File: src/rtl/cfpio_pkg.sv
// Shared types, codes and constants of the CompactFlash PIO sector read sequencer.
`timescale 1ns / 1ps

package cfpio_pkg;

    localparam int WORDS_PER_SECTOR = 256;
    localparam int WPS_W            = $clog2(WORDS_PER_SECTOR + 1);

    // Longest burst of results one request can cause: six task-file writes plus one.
    localparam int RES_DEPTH = 7;
    localparam int CNT_W     = $clog2(RES_DEPTH + 1);

    localparam logic [23:0] POLL_LIMIT_RESET = 24'd10000000;
    localparam logic [8:0]  SECTOR_MAX       = 9'd256;

    // Result kinds
    localparam logic [1:0] KIND_READ  = 2'd0;
    localparam logic [1:0] KIND_WRITE = 2'd1;
    localparam logic [1:0] KIND_DATA  = 2'd2;
    localparam logic [1:0] KIND_DONE  = 2'd3;

    // Card register selects
    localparam logic [3:0] REG_NONE    = 4'd0;
    localparam logic [3:0] REG_DATA    = 4'd0;
    localparam logic [3:0] REG_STATUS  = 4'd1;
    localparam logic [3:0] REG_COMMAND = 4'd2;
    localparam logic [3:0] REG_COUNT   = 4'd4;
    localparam logic [3:0] REG_LBA1    = 4'd5;
    localparam logic [3:0] REG_LBA2    = 4'd6;
    localparam logic [3:0] REG_LBA3    = 4'd7;
    localparam logic [3:0] REG_LBA4    = 4'd8;

    // Status bits and command values
    localparam logic [7:0] STAT_BUSY     = 8'h80;
    localparam logic [7:0] STAT_PRESENT  = 8'h50;
    localparam logic [7:0] STAT_DRQ_RDY  = 8'h58;
    localparam logic [7:0] LBA_HEAD_BITS = 8'hE0;
    localparam logic [7:0] CMD_READ_SECT = 8'h20;

    localparam logic OP_START    = 1'b0;
    localparam logic OP_RESPONSE = 1'b1;

    typedef struct packed {
        logic [1:0]  kind;
        logic [3:0]  reg_select;
        logic [15:0] write_value;
        logic [15:0] data_word;
        logic        success;
    } res_t;

    // One request's results, handed from the engine to the output queue
    typedef struct packed {
        logic                        load;
        logic [CNT_W-1:0]            n;
        res_t [RES_DEPTH-1:0]        items;
    } batch_t;

    function automatic res_t mk_res(logic [1:0] kind, logic [3:0] sel,
                                    logic [15:0] wval, logic [15:0] dword,
                                    logic ok);
        res_t r;
        r.kind        = kind;
        r.reg_select  = sel;
        r.write_value = wval;
        r.data_word   = dword;
        r.success     = ok;
        return r;
    endfunction

endpackage

File: src/rtl/cfpio_if.sv
// Valid/ready channel interfaces for requests in and results out.
`timescale 1ns / 1ps

interface cfpio_item_if;
    logic        valid;
    logic        ready;
    logic        opcode;
    logic [27:0] first_sector;
    logic [8:0]  sector_total;
    logic [15:0] bus_read_value;

    modport source (output valid, opcode, first_sector, sector_total, bus_read_value,
                    input ready);
    modport sink   (input valid, opcode, first_sector, sector_total, bus_read_value,
                    output ready);
endinterface

interface cfpio_result_if;
    logic        valid;
    logic        ready;
    logic [1:0]  kind;
    logic [3:0]  reg_select;
    logic [15:0] write_value;
    logic [15:0] data_word;
    logic        success;
    logic        last_of_run;

    modport source (output valid, kind, reg_select, write_value, data_word, success,
                    last_of_run, input ready);
    modport sink   (input valid, kind, reg_select, write_value, data_word, success,
                    last_of_run, output ready);
endinterface

File: src/rtl/cf_pio_sector_read_sequencer.sv
// Top level of the CompactFlash PIO sector read sequencer.
// The first result of a request is registered and appears the cycle after the request is accepted.
// Results leave one per cycle while result.ready is high; a request's results leave in order.
// The next request can be taken as early as the cycle the previous request's last result leaves:
// a poll gives one result, a data word response two (word plus next read or done), task-file setup 7.
// Reset clears the sequencer to idle and sets the poll limit to 10000000.
`timescale 1ns / 1ps

module cf_pio_sector_read_sequencer (
    input  logic            clk,
    input  logic            rst_n,
    input  logic            cfg_we,
    input  logic [23:0]     cfg_wdata,
    cfpio_item_if.sink      item,
    cfpio_result_if.source  result
);

    cfpio_pkg::batch_t batch;
    logic              space;

    cfpio_engine u_engine (
        .clk       (clk),
        .rst_n     (rst_n),
        .cfg_we    (cfg_we),
        .cfg_wdata (cfg_wdata),
        .item      (item),
        .space     (space),
        .batch     (batch)
    );

    cfpio_out_queue u_queue (
        .clk    (clk),
        .rst_n  (rst_n),
        .batch  (batch),
        .space  (space),
        .result (result)
    );

endmodule

File: src/rtl/cfpio_engine.sv
// Sequencer state and per-request result generation.
`timescale 1ns / 1ps

module cfpio_engine (
    input  logic                 clk,
    input  logic                 rst_n,
    input  logic                 cfg_we,
    input  logic [23:0]          cfg_wdata,
    cfpio_item_if.sink           item,
    input  logic                 space,
    output cfpio_pkg::batch_t    batch
);

    typedef enum logic [2:0] {
        PH_IDLE,
        PH_BUSY,
        PH_PRESENT,
        PH_READY,
        PH_DATA
    } phase_t;

    phase_t             phase_reg, phase_next;
    logic [23:0]        poll_limit_reg;
    logic [23:0]        poll_count_reg, poll_count_next;
    logic [8:0]         sectors_left_reg, sectors_left_next;
    logic [cfpio_pkg::WPS_W-1:0] words_left_reg, words_left_next;
    logic [27:0]        sector_latch_reg, sector_latch_next;
    logic [8:0]         count_latch_reg, count_latch_next;

    logic               accept;
    logic [23:0]        lim;
    logic [23:0]        poll_inc;
    logic               poll_out;
    logic [8:0]         cnt_sat;
    logic [cfpio_pkg::WPS_W-1:0] wl_dec;
    logic [8:0]         sl_dec;
    logic [7:0]         v8;

    assign item.ready = space;
    assign accept     = item.valid && item.ready;
    assign v8         = item.bus_read_value[7:0];

    assign lim      = (poll_limit_reg == 24'd0) ? 24'd1 : poll_limit_reg;
    assign poll_inc = poll_count_reg + 24'd1;
    assign poll_out = (poll_inc >= lim);
    assign cnt_sat  = (item.sector_total > cfpio_pkg::SECTOR_MAX) ? cfpio_pkg::SECTOR_MAX
                                                                   : item.sector_total;
    assign wl_dec   = (words_left_reg == '0) ? '0 : words_left_reg - 1'b1;
    assign sl_dec   = (sectors_left_reg == 9'd0) ? 9'd0 : sectors_left_reg - 9'd1;

    always_comb
    begin
        phase_next        = phase_reg;
        poll_count_next   = poll_count_reg;
        sectors_left_next = sectors_left_reg;
        words_left_next   = words_left_reg;
        sector_latch_next = sector_latch_reg;
        count_latch_next  = count_latch_reg;
        batch             = '0;
        batch.load        = accept;

        if (accept)
        begin
            if (item.opcode == cfpio_pkg::OP_START)
            begin
                // a start while a read is under way is dropped
                if (phase_reg == PH_IDLE)
                begin
                    sector_latch_next = item.first_sector;
                    count_latch_next  = cnt_sat;
                    sectors_left_next = cnt_sat;
                    words_left_next   = '0;
                    poll_count_next   = 24'd0;
                    phase_next        = PH_BUSY;
                    batch.n           = cfpio_pkg::CNT_W'(1);
                    batch.items[0]    = cfpio_pkg::mk_res(cfpio_pkg::KIND_READ,
                                            cfpio_pkg::REG_COMMAND, 16'h0, 16'h0, 1'b0);
                end
            end
            else
            begin
                case (phase_reg)
                    PH_BUSY:
                    begin
                        batch.n = cfpio_pkg::CNT_W'(1);
                        if ((v8 & cfpio_pkg::STAT_BUSY) == 8'h00)
                        begin
                            phase_next      = PH_PRESENT;
                            poll_count_next = 24'd0;
                            batch.items[0]  = cfpio_pkg::mk_res(cfpio_pkg::KIND_READ,
                                                  cfpio_pkg::REG_STATUS, 16'h0, 16'h0, 1'b0);
                        end
                        else
                        begin
                            poll_count_next = poll_inc;
                            if (poll_out)
                            begin
                                phase_next     = PH_IDLE;
                                batch.items[0] = cfpio_pkg::mk_res(cfpio_pkg::KIND_DONE,
                                                     cfpio_pkg::REG_NONE, 16'h0, 16'h0, 1'b0);
                            end
                            else
                            begin
                                batch.items[0] = cfpio_pkg::mk_res(cfpio_pkg::KIND_READ,
                                                   cfpio_pkg::REG_COMMAND, 16'h0, 16'h0, 1'b0);
                            end
                        end
                    end
                    PH_PRESENT:
                    begin
                        if ((v8 & cfpio_pkg::STAT_PRESENT) != 8'h00)
                        begin
                            // task file: count (256 goes out as 0), LBA bytes, command
                            batch.n        = cfpio_pkg::CNT_W'(7);
                            batch.items[0] = cfpio_pkg::mk_res(cfpio_pkg::KIND_WRITE,
                                                 cfpio_pkg::REG_COUNT,
                                                 {8'h00, count_latch_reg[7:0]}, 16'h0, 1'b0);
                            batch.items[1] = cfpio_pkg::mk_res(cfpio_pkg::KIND_WRITE,
                                                 cfpio_pkg::REG_LBA1,
                                                 {8'h00, sector_latch_reg[7:0]}, 16'h0, 1'b0);
                            batch.items[2] = cfpio_pkg::mk_res(cfpio_pkg::KIND_WRITE,
                                                 cfpio_pkg::REG_LBA2,
                                                 {8'h00, sector_latch_reg[15:8]}, 16'h0, 1'b0);
                            batch.items[3] = cfpio_pkg::mk_res(cfpio_pkg::KIND_WRITE,
                                                 cfpio_pkg::REG_LBA3,
                                                 {8'h00, sector_latch_reg[23:16]}, 16'h0, 1'b0);
                            batch.items[4] = cfpio_pkg::mk_res(cfpio_pkg::KIND_WRITE,
                                                 cfpio_pkg::REG_LBA4,
                                                 {8'h00, cfpio_pkg::LBA_HEAD_BITS |
                                                  {4'h0, sector_latch_reg[27:24]}},
                                                 16'h0, 1'b0);
                            batch.items[5] = cfpio_pkg::mk_res(cfpio_pkg::KIND_WRITE,
                                                 cfpio_pkg::REG_COMMAND,
                                                 {8'h00, cfpio_pkg::CMD_READ_SECT}, 16'h0, 1'b0);
                            poll_count_next = 24'd0;
                            if (sectors_left_reg == 9'd0)
                            begin
                                phase_next     = PH_IDLE;
                                batch.items[6] = cfpio_pkg::mk_res(cfpio_pkg::KIND_DONE,
                                                     cfpio_pkg::REG_NONE, 16'h0, 16'h0, 1'b1);
                            end
                            else
                            begin
                                phase_next     = PH_READY;
                                batch.items[6] = cfpio_pkg::mk_res(cfpio_pkg::KIND_READ,
                                                   cfpio_pkg::REG_STATUS, 16'h0, 16'h0, 1'b0);
                            end
                        end
                        else
                        begin
                            batch.n         = cfpio_pkg::CNT_W'(1);
                            poll_count_next = poll_inc;
                            if (poll_out)
                            begin
                                phase_next     = PH_IDLE;
                                batch.items[0] = cfpio_pkg::mk_res(cfpio_pkg::KIND_DONE,
                                                     cfpio_pkg::REG_NONE, 16'h0, 16'h0, 1'b0);
                            end
                            else
                            begin
                                batch.items[0] = cfpio_pkg::mk_res(cfpio_pkg::KIND_READ,
                                                   cfpio_pkg::REG_STATUS, 16'h0, 16'h0, 1'b0);
                            end
                        end
                    end
                    PH_READY:
                    begin
                        batch.n = cfpio_pkg::CNT_W'(1);
                        if (v8 == cfpio_pkg::STAT_DRQ_RDY)
                        begin
                            phase_next      = PH_DATA;
                            poll_count_next = 24'd0;
                            words_left_next = cfpio_pkg::WPS_W'(cfpio_pkg::WORDS_PER_SECTOR);
                            batch.items[0]  = cfpio_pkg::mk_res(cfpio_pkg::KIND_READ,
                                                  cfpio_pkg::REG_DATA, 16'h0, 16'h0, 1'b0);
                        end
                        else
                        begin
                            poll_count_next = poll_inc;
                            if (poll_out)
                            begin
                                phase_next     = PH_IDLE;
                                batch.items[0] = cfpio_pkg::mk_res(cfpio_pkg::KIND_DONE,
                                                     cfpio_pkg::REG_NONE, 16'h0, 16'h0, 1'b0);
                            end
                            else
                            begin
                                batch.items[0] = cfpio_pkg::mk_res(cfpio_pkg::KIND_READ,
                                                   cfpio_pkg::REG_STATUS, 16'h0, 16'h0, 1'b0);
                            end
                        end
                    end
                    PH_DATA:
                    begin
                        batch.n         = cfpio_pkg::CNT_W'(2);
                        batch.items[0]  = cfpio_pkg::mk_res(cfpio_pkg::KIND_DATA,
                                              cfpio_pkg::REG_NONE, 16'h0,
                                              item.bus_read_value, 1'b0);
                        words_left_next = wl_dec;
                        if (wl_dec != '0)
                        begin
                            batch.items[1] = cfpio_pkg::mk_res(cfpio_pkg::KIND_READ,
                                                 cfpio_pkg::REG_DATA, 16'h0, 16'h0, 1'b0);
                        end
                        else
                        begin
                            sectors_left_next = sl_dec;
                            if (sl_dec == 9'd0)
                            begin
                                phase_next     = PH_IDLE;
                                batch.items[1] = cfpio_pkg::mk_res(cfpio_pkg::KIND_DONE,
                                                     cfpio_pkg::REG_NONE, 16'h0, 16'h0, 1'b1);
                            end
                            else
                            begin
                                phase_next      = PH_READY;
                                poll_count_next = 24'd0;
                                batch.items[1]  = cfpio_pkg::mk_res(cfpio_pkg::KIND_READ,
                                                      cfpio_pkg::REG_STATUS, 16'h0, 16'h0, 1'b0);
                            end
                        end
                    end
                    default:
                    begin
                        // response while idle: dropped
                        batch.n = '0;
                    end
                endcase
            end
        end
    end

    always_ff @(posedge clk or negedge rst_n)
    begin
        if (!rst_n)
        begin
            phase_reg        <= PH_IDLE;
            poll_limit_reg   <= cfpio_pkg::POLL_LIMIT_RESET;
            poll_count_reg   <= 24'd0;
            sectors_left_reg <= 9'd0;
            words_left_reg   <= '0;
            sector_latch_reg <= 28'd0;
            count_latch_reg  <= 9'd0;
        end
        else
        begin
            phase_reg        <= phase_next;
            poll_count_reg   <= poll_count_next;
            sectors_left_reg <= sectors_left_next;
            words_left_reg   <= words_left_next;
            sector_latch_reg <= sector_latch_next;
            count_latch_reg  <= count_latch_next;
            if (cfg_we)
            begin
                poll_limit_reg <= cfg_wdata;
            end
        end
    end

    a_busy_start_dropped: assert property (@(posedge clk) disable iff (!rst_n)
        (accept && item.opcode == cfpio_pkg::OP_START && phase_reg != PH_IDLE)
            |-> (batch.n == '0))
        else $error("start request while busy produced results");

    a_data_has_sector: assert property (@(posedge clk) disable iff (!rst_n)
        (phase_reg == PH_DATA) |-> (sectors_left_reg != 9'd0))
        else $error("data phase with no sectors left");

    a_idle_after_done: assert property (@(posedge clk) disable iff (!rst_n)
        (accept && batch.n != '0 && batch.items[0].kind == cfpio_pkg::KIND_DONE)
            |=> (phase_reg == PH_IDLE))
        else $error("engine not idle after timeout");

endmodule

File: src/rtl/cfpio_out_queue.sv
// Result queue: holds one request's results and hands them out one per cycle while result.ready is high.
`timescale 1ns / 1ps

module cfpio_out_queue (
    input  logic               clk,
    input  logic               rst_n,
    input  cfpio_pkg::batch_t  batch,
    output logic               space,
    cfpio_result_if.source     result
);

    cfpio_pkg::res_t [cfpio_pkg::RES_DEPTH-1:0] list_reg, list_next;
    logic [cfpio_pkg::CNT_W-1:0]                count_reg, count_next;
    logic                                       pop;

    assign pop   = result.valid && result.ready;
    // a new request may load while the last result of the previous one leaves
    assign space = (count_reg == '0) || ((count_reg == cfpio_pkg::CNT_W'(1)) && result.ready);

    assign result.valid       = (count_reg != '0);
    assign result.kind        = list_reg[0].kind;
    assign result.reg_select  = list_reg[0].reg_select;
    assign result.write_value = list_reg[0].write_value;
    assign result.data_word   = list_reg[0].data_word;
    assign result.success     = list_reg[0].success;
    assign result.last_of_run = (count_reg == cfpio_pkg::CNT_W'(1));

    always_comb
    begin
        list_next  = list_reg;
        count_next = count_reg;
        if (batch.load)
        begin
            list_next  = batch.items;
            count_next = batch.n;
        end
        else if (pop)
        begin
            for (int i = 0; i < cfpio_pkg::RES_DEPTH - 1; i++)
            begin
                list_next[i] = list_reg[i + 1];
            end
            count_next = count_reg - 1'b1;
        end
    end

    always_ff @(posedge clk or negedge rst_n)
    begin
        if (!rst_n)
        begin
            count_reg <= '0;
        end
        else
        begin
            count_reg <= count_next;
        end
    end

    always_ff @(posedge clk)
    begin
        list_reg <= list_next;
    end

    a_load_when_free: assert property (@(posedge clk) disable iff (!rst_n)
        batch.load |-> ((count_reg == '0) || ((count_reg == cfpio_pkg::CNT_W'(1)) && pop)))
        else $error("results loaded over pending results");

    a_count_bound: assert property (@(posedge clk) disable iff (!rst_n)
        count_reg <= cfpio_pkg::CNT_W'(cfpio_pkg::RES_DEPTH))
        else $error("queue count out of range");

    a_pop_advances: assert property (@(posedge clk) disable iff (!rst_n)
        (pop && !batch.load) |=> (count_reg == $past(count_reg) - 1'b1))
        else $error("queue count did not advance on a taken result");

endmodule
File: src/flat_wrapper.sv
// flat-port wrapper written by rule: the top's interface ports become plain ports
module cf_pio_sector_read_sequencer_flat 
  (clk, rst_n, cfg_we, cfg_wdata, item_valid, item_opcode, item_first_sector, item_sector_total, item_bus_read_value, item_ready, result_valid, result_kind, result_reg_select, result_write_value, result_data_word, result_success, result_last_of_run, result_ready);
  cfpio_item_if item_i ();
  cfpio_result_if result_i ();
  input  logic clk;
  input  logic rst_n;
  input  logic cfg_we;
  input  logic [23:0] cfg_wdata;
  input wire logic [$bits(item_i.valid)-1:0] item_valid;
  input wire logic [$bits(item_i.opcode)-1:0] item_opcode;
  input wire logic [$bits(item_i.first_sector)-1:0] item_first_sector;
  input wire logic [$bits(item_i.sector_total)-1:0] item_sector_total;
  input wire logic [$bits(item_i.bus_read_value)-1:0] item_bus_read_value;
  output wire logic [$bits(item_i.ready)-1:0] item_ready;
  output wire logic [$bits(result_i.valid)-1:0] result_valid;
  output wire logic [$bits(result_i.kind)-1:0] result_kind;
  output wire logic [$bits(result_i.reg_select)-1:0] result_reg_select;
  output wire logic [$bits(result_i.write_value)-1:0] result_write_value;
  output wire logic [$bits(result_i.data_word)-1:0] result_data_word;
  output wire logic [$bits(result_i.success)-1:0] result_success;
  output wire logic [$bits(result_i.last_of_run)-1:0] result_last_of_run;
  input wire logic [$bits(result_i.ready)-1:0] result_ready;
  assign item_i.valid = item_valid;
  assign item_i.opcode = item_opcode;
  assign item_i.first_sector = item_first_sector;
  assign item_i.sector_total = item_sector_total;
  assign item_i.bus_read_value = item_bus_read_value;
  assign item_ready = item_i.ready;
  assign result_valid = result_i.valid;
  assign result_kind = result_i.kind;
  assign result_reg_select = result_i.reg_select;
  assign result_write_value = result_i.write_value;
  assign result_data_word = result_i.data_word;
  assign result_success = result_i.success;
  assign result_last_of_run = result_i.last_of_run;
  assign result_i.ready = result_ready;
  cf_pio_sector_read_sequencer u_core (.clk(clk), .rst_n(rst_n), .cfg_we(cfg_we), .cfg_wdata(cfg_wdata), .item(item_i), .result(result_i));
endmodule
File: config.mk
export PLATFORM = sky130hd
export DESIGN_NAME = cf_pio_sector_read_sequencer_flat
export DESIGN_NICKNAME = d
export VERILOG_FILES = /design/src/rtl/cfpio_pkg.sv /design/src/rtl/cfpio_if.sv /design/src/rtl/cf_pio_sector_read_sequencer.sv /design/src/rtl/cfpio_engine.sv /design/src/rtl/cfpio_out_queue.sv /design/src/flat_wrapper.sv
export SDC_FILE = /design/constraint.sdc
export NUM_CORES = 1
export LEC_CHECK = 0
export BUFFER_PORTS_ARGS = -buffer_cell sky130_fd_sc_hd__buf_2
export CORE_MARGIN = 5
export CORE_UTILIZATION = 50
export CTS_CLUSTER_SIZE = 24
export DETAILED_ROUTE_END_ITERATION = 12
export GPL_TIMING_DRIVEN = 0
export PLACE_DENSITY = 0.75
export SYNTH_ARGS = -nofsm -noshare
export SYNTH_HDL_FRONTEND = slang
export SYNTH_SLANG_ARGS = --single-unit
File: constraint.sdc
create_clock -name clk -period 4.6 [get_ports clk]
set_clock_uncertainty 0.15 [all_clocks]
set_input_delay 0.23 -clock clk [delete_from_list [all_inputs] [get_ports clk]]
set_output_delay 0.23 -clock clk [all_outputs]
set_load 0.1 [all_outputs]
[After elaboration in Yosys (flattened, before gate mapping)]
Index checks and enable logic that the tools add are counted.
Storage, ports and cells
  output and inout port bits: 42
  register bits after elaboration: 381
  memories kept: 0
  bits in latches: 0
  bits of input ports: 83
  memory bits (read-only): 0
  RAM bits: 0
  word-level logic and storage cells: 139
Cells by class
  bitwise gates (word level): 1
  add/subtract/negate cells: 4
  multiplexer cells: 53
  reduce and logical (&&, ||, !) cells: 23
  $lt $le $gt $ge: 2
  shift-type cells: 0
  divide/modulo/power cells: 0
  multipliers: 0
  eq/ne operators: 13
Operators by type and width (number)
  two-way mux 234 bit: 2
  two-way mux 39 bit: 9
  two-way mux 195 bit: 1
  two-way mux 194 bit: 1
  two-way mux 24 bit: 8
  two-way mux 156 bit: 1
  one-hot mux 39 bit (4 select lines): 1
  one-hot mux 24 bit (4 select lines): 1
  two-way mux 9 bit: 10
  one-hot mux 39 bit (2 select lines): 1
  two-way mux 35 bit: 1
  two-way mux 3 bit: 11
  zero test 9 bit: 3
  adder 24 x 1 -> 24 bit (second input constant): 1
  >= comparator 24 bit: 1
  zero test 24 bit: 1
  one-hot mux 9 bit (2 select lines): 1
  subtractor 9 x 1 -> 9 bit (second input constant): 2
  one-hot mux 3 bit (4 select lines): 1
  AND reduction 4 bit: 3
  > comparator 9 bit (second input constant): 1
  != test 3 bit (second input constant): 3
  one-hot mux 3 bit (3 select lines): 1
  nonzero test 9 bit: 1
  other kinds (22): 30

[Longest topological paths before layout]
  word-level depth: 8
  mapped depth: 17
  gate-level depth less buffers: 15

[Cells and area by module]
Synthesis repeated with hierarchy kept, for this count alone.
Second synthesis, totals
  cells, all modules: 1579
  area total of the unflattened synthesis: 20282.0 um^2
By module, submodules not included
  cfpio_out_queue: sequential area each 8272.9 um^2, times used 1, area an instance 12225.5 um^2, cells an instance 598
  cfpio_engine: sequential area each 2637.5 um^2, times used 1, area an instance 8056.5 um^2, cells an instance 981

[Least setup slack after synthesis]
No wires, ideal clock.
  path kind: reg-to-reg
  start point: register u_core.u_engine.poll_count_reg[0]
  end point: register u_core.u_engine.phase_reg[1]
  arrival time: 3.777 ns
  cell stages (with the launch flop): 17
  data required time: 4.324 ns
  period minus slack after synthesis: 4.053 ns
  path buffers: 1
  setup slack: 0.547 ns
  setup time: 0.126 ns
  cell sequence: dfrtp_1 ha_1 nand3_1 nor4_2 nand3_1 nor2_1 nand3_1 xnor2_1 ha_1 nand4_1 nor4_1 nand4_1 a21oi_1 or2_2 clkbuf_1 o21ai_0 o32a_1
Between the ends
  longest elaborated chain between the ends: 6
  elaborated cells on any way between the ends: 8
  classes of those cells: add/sub: 1; order compare: 1; mux: 6
RTL lines
  start: declaration: RTL line cfpio_engine.sv:24  | logic [23:0] poll_count_reg, poll_count_next;
  start signal: assignment: RTL line cfpio_engine.sv:248  | poll_count_reg <= poll_count_next;
  adder 24 x 1 -> 24 bit *: RTL line cfpio_engine.sv:44  | assign poll_inc = poll_count_reg + 24'd1;
  >= comparator 24 bit *: RTL line cfpio_engine.sv:45  | assign poll_out = (poll_inc >= lim);
  two-way mux 3 bit *
  two-way mux 3 bit, on equally long branches
  one-hot mux 3 bit (4 select lines) *
  two-way mux 3 bit *
  end signal: assignment: RTL line cfpio_engine.sv:247  | phase_reg <= phase_next;
  end: declaration: RTL line cfpio_engine.sv:22  | phase_t phase_reg, phase_next;
Mark *: on every way between the ends. The rest lies on a longest branch, timed or not.
A chain may end at the register's enable or synchronous reset.

[Worst setup path in the final report]
Same ends and word-level chain as after synthesis.

==> flow_summary.yaml <==
outcome:
  outcome: "finished clean"
grt:
  wire_length_of_the_first_global_routing_pass_um: 39240
  gr-total-overflow: 0
  grt_pass1_vias: 7886
  antenna_found_initial: 0
  gr-usage-all-layers_pct: 21.89
  grt_start_max_net_pins: 69
cells_and_area:
  post_route_cells_drive_above_1_share_pct: 17.93
  nFillCells: 1556
  most-common-layout-cells: "sky130_fd_sc_hd__nand2_1, sky130_fd_sc_hd__buf_2, sky130_fd_sc_hd__o21ai_0"
  fin_nets: 1355
  antenna_cells: 0
  layout-area-overhead-vs-synth_pct: 23.89
  largest_register_ff_count: 54
  design_area_um2: 12170
  layout_commonest_cell: "sky130_fd_sc_hd__nand2_1"
timing:
  postLayoutSetupSlackWorst_ns: 0.3698
  rsz0062_at_grt: "no"
  max-slew-margin-rel_pct: 50.32
  finalCritPeriodShare_pct: 91.96
  setup_viol: 0
  min_period_ns: 4.230
  hold-worst-slack_ns: 0.03237
  clock.fmax_mhz: 236.4
  final_count_of_pins_violating_max_slew: 0
  final-hold-violation-count: 0
  worstMarginPinSlew_ns: 0.7396
setup_path:
  cpMaxStageDelayCell: "sky130_fd_sc_hd__dfrtp_1"
  crit_chain: "ha_2, nand3_1, nor4_4, nand3_2, nor2_2, nand3_1, xnor2_1, ha_1, nand4_1, nor4_4, a222oi_1, o211ai_1, or2_2, o21ai_0, o32a_1"
  worstSetupStartpointType: "register"
  cp-end-kind: "register"
  worst-path-max-fanout: 7
  worst_ep_required_time_ns: 4.81
  critical-path-max-stage-delay_ns: 0.45
  critical-path-top-delay-family: "simple AND/OR/NAND/NOR gates"
  critPathArrivalTime_ns: 4.45
  timing_worst_setup_path_type: "reg -> reg"
  crit_buf_inv: 0
power:
  leakage_nw: 5.547
  total_switching_power_mw: 2.399
  comb_power_share_pct: 35.8
  ir_worst_vdd_mv: 0.3213
  share_seq_of_total_power_pct: 41.6
  switching_share_pct: 39.50
  internal_power_mw: 3.674
  p_per_area_nw_per_um2: 499.1
  clock_power_share_pct: 22.6
synth:
  synthDistinctLibCells: 68
  mapped_cells: 1025
  post_synth_instance_area_um2: 9821
  async_flop_share_pct: 55.96
  synthFlopType: "sky130_fd_sc_hd__dfrtp_1"
  synthesis.area_per_instance_um2: 9.581
  ys_warn_count: 0
  synth-edff-count: 85
  synth_sequential_area_ratio_pct: 53.61
  synth.ff_latch_count: 193
die:
  die_h_um: 150.1
  initial_cell_density_of_the_core_pct: 50.63
  floorplan.core_area_um2: 19400
  fp.dieArea_um2: 22540
  num_io_pins: 125
  rows: 51
  die_width_um: 150.1
clock_network:
  cts_tree: "yes"
  cts_htree_levels: 4
  clkLatencyLatePin_ns: 0.43
  root_buffer: "sky130_fd_sc_hd__clkbuf_16"
  clockBufferDepth: 2
  cts_sinks: 193
  cts.reportedPaths.clkPinSlew_ns: 0.07
  cts_made_buffers: 17
route:
  antenna_violating_nets_post_route: 0
  met3_wirelength_um: 1618
  met2_routed_wl_um: 11580
  num_vias: 8177
  vias_cell: 5.380
  detail_route.first_pass.iterations: 5
  detail_route.iter0.violations: 735
  wl_per_cell_um: 15.94
  length_of_routed_wiring_on_met1_um: 10480
  maxUsedRoutingLayer: "met4"
  remaining_drc_errors: 0
  detail_route.wirelength_um: 24230
place:
  dpl-instance-area_um2: 10810
  placement.setup.worst_slack_ns: -0.3332
  place.port_buffers: 114
  place_congestion: 0.9417
  hpwlAfterDp_um: 16610
flow_run:
  max-cap-violations: 0
hold_path:
  worstHoldPathType: "in -> reg"
-- path summary, 6_finish.rpt --
kind	slack, ns	cells past startpoint	start	to
max	0.37	15	u_core.u_engine.poll_count_reg[0]	u_core.u_engine.phase_reg[1]
min	0.03	2	cfg_we	u_core.u_engine.poll_limit_reg[6]
max reg2reg	0.37	15	u_core.u_engine.poll_count_reg[0]	u_core.u_engine.phase_reg[1]
min reg2reg	0.32	2	u_core.u_engine.sector_latch_reg[16]	u_core.u_engine.sector_latch_reg[16]
max in group asynchronous	3.33	3	rst_n	u_core.u_engine.poll_limit_reg[9]
min in group asynchronous	0.17	2	rst_n	u_core.u_engine.count_latch_reg[1]
-- kinds of logic after synthesis --
logic type,share of synthesized area [%]
mux,0.5351
flops,53.61
xor+xnor,2.140
fa+ha+maj,3.822
compound gates,12.71
simple gates,20.51
other cells,0.03818
buf+inv,6.625
-- what timing repair did --
action / CTS / global route
gates resized for setup: 2 / 8
endpoints found under the hold margin: 117 / 0
setup endpoints to repair: 5 / 6
pin swaps: 1 / 0
hold buffers: 76 / 0
setup buffers: 1 / 0
-- per-stage QoR --
step           instances  utilization [%]  TNS, ns  power [mW]
2_1_floorplan       1032                -        0       4.147
3_3_place_gp        1411            55.41  -0.6727       4.573
3_5_place_dp        1413            55.72  -0.9027       4.646
4_1_cts             1522            62.56        0       6.081
5_1_grt             1520            62.72        0       6.392
6_report            1520            62.72        0       6.073
-- synth_stat cells (13+ instances only) --
cell                       instances  area, um2
sky130_fd_sc_hd__a21oi_1          31      155.2
sky130_fd_sc_hd__and2_1           21      131.4
sky130_fd_sc_hd__and3_1           21      131.4
sky130_fd_sc_hd__buf_4            38      285.3
sky130_fd_sc_hd__clkbuf_1         43      161.4
sky130_fd_sc_hd__dfrtp_1         100       2502
sky130_fd_sc_hd__edfxtp_1         85       2552
sky130_fd_sc_hd__ha_1             30      375.4
sky130_fd_sc_hd__inv_1            43      161.4
sky130_fd_sc_hd__nand2_1         232      870.8
sky130_fd_sc_hd__nand3_1          29      145.1
sky130_fd_sc_hd__nor2_1           46      172.7
sky130_fd_sc_hd__nor3_1           15      75.07
sky130_fd_sc_hd__o21ai_0         113      565.5
sky130_fd_sc_hd__o31ai_1          13      97.59
sky130_fd_sc_hd__xnor2_1          14      122.6
-- metal layers --
| layer | vias to the layer above | global-route usage, % |
|---|---|---|
| met1 | 3845 | 29.06 |
| met4 | 0 | 6.725 |
| met5 | - | 0 |
| li1 | 3943 | - |
| met2 | 331 | 36.34 |
| met3 | 58 | 4.606 |
-- layout make-up --
| class | count | area, um2 | share of cell area (%) |
|---|---|---|---|
| multi-input cells | 707 | 3985 | 32.75 |
| repair buffers | 193 | 1396 | 11.48 |
| clock inverters | 14 | 103.9 | 0.8536 |
| well taps | 265 | 331.6 | 2.725 |
| clock buffers | 18 | 439.2 | 3.610 |
| flip-flops and latches | 193 | 5265 | 43.27 |
| plain buffers | 87 | 481.7 | 3.959 |
| inverters | 43 | 163.9 | 1.347 |
-- power by group through the flow --
stage	Sequential (mW)	Clock, mW	Combinational (mW)
after floorplan	2.52	0	1.62
after global placement	2.55	0	2.02
after detailed placement	2.55	0	2.09
after CTS	2.52	1.40	2.16
after global routing	2.57	1.47	2.35
final	2.53	1.37	2.17
-- worst register-to-register path, stage by stage (launching register included) --
cell and delay [ns]:
sky130_fd_sc_hd__dfrtp_1 0.45, sky130_fd_sc_hd__ha_2 0.27, sky130_fd_sc_hd__nand3_1 0.22, sky130_fd_sc_hd__nor4_4 0.25
sky130_fd_sc_hd__nand3_2 0.19, sky130_fd_sc_hd__nor2_2 0.23, sky130_fd_sc_hd__nand3_1 0.14, sky130_fd_sc_hd__xnor2_1 0.27
sky130_fd_sc_hd__ha_1 0.28, sky130_fd_sc_hd__nand4_1 0.22, sky130_fd_sc_hd__nor4_4 0.09, sky130_fd_sc_hd__a222oi_1 0.31
sky130_fd_sc_hd__o211ai_1 0.22, sky130_fd_sc_hd__or2_2 0.39, sky130_fd_sc_hd__o21ai_0 0.28, sky130_fd_sc_hd__o32a_1 0.22
(Power assumes the default switching activity.)
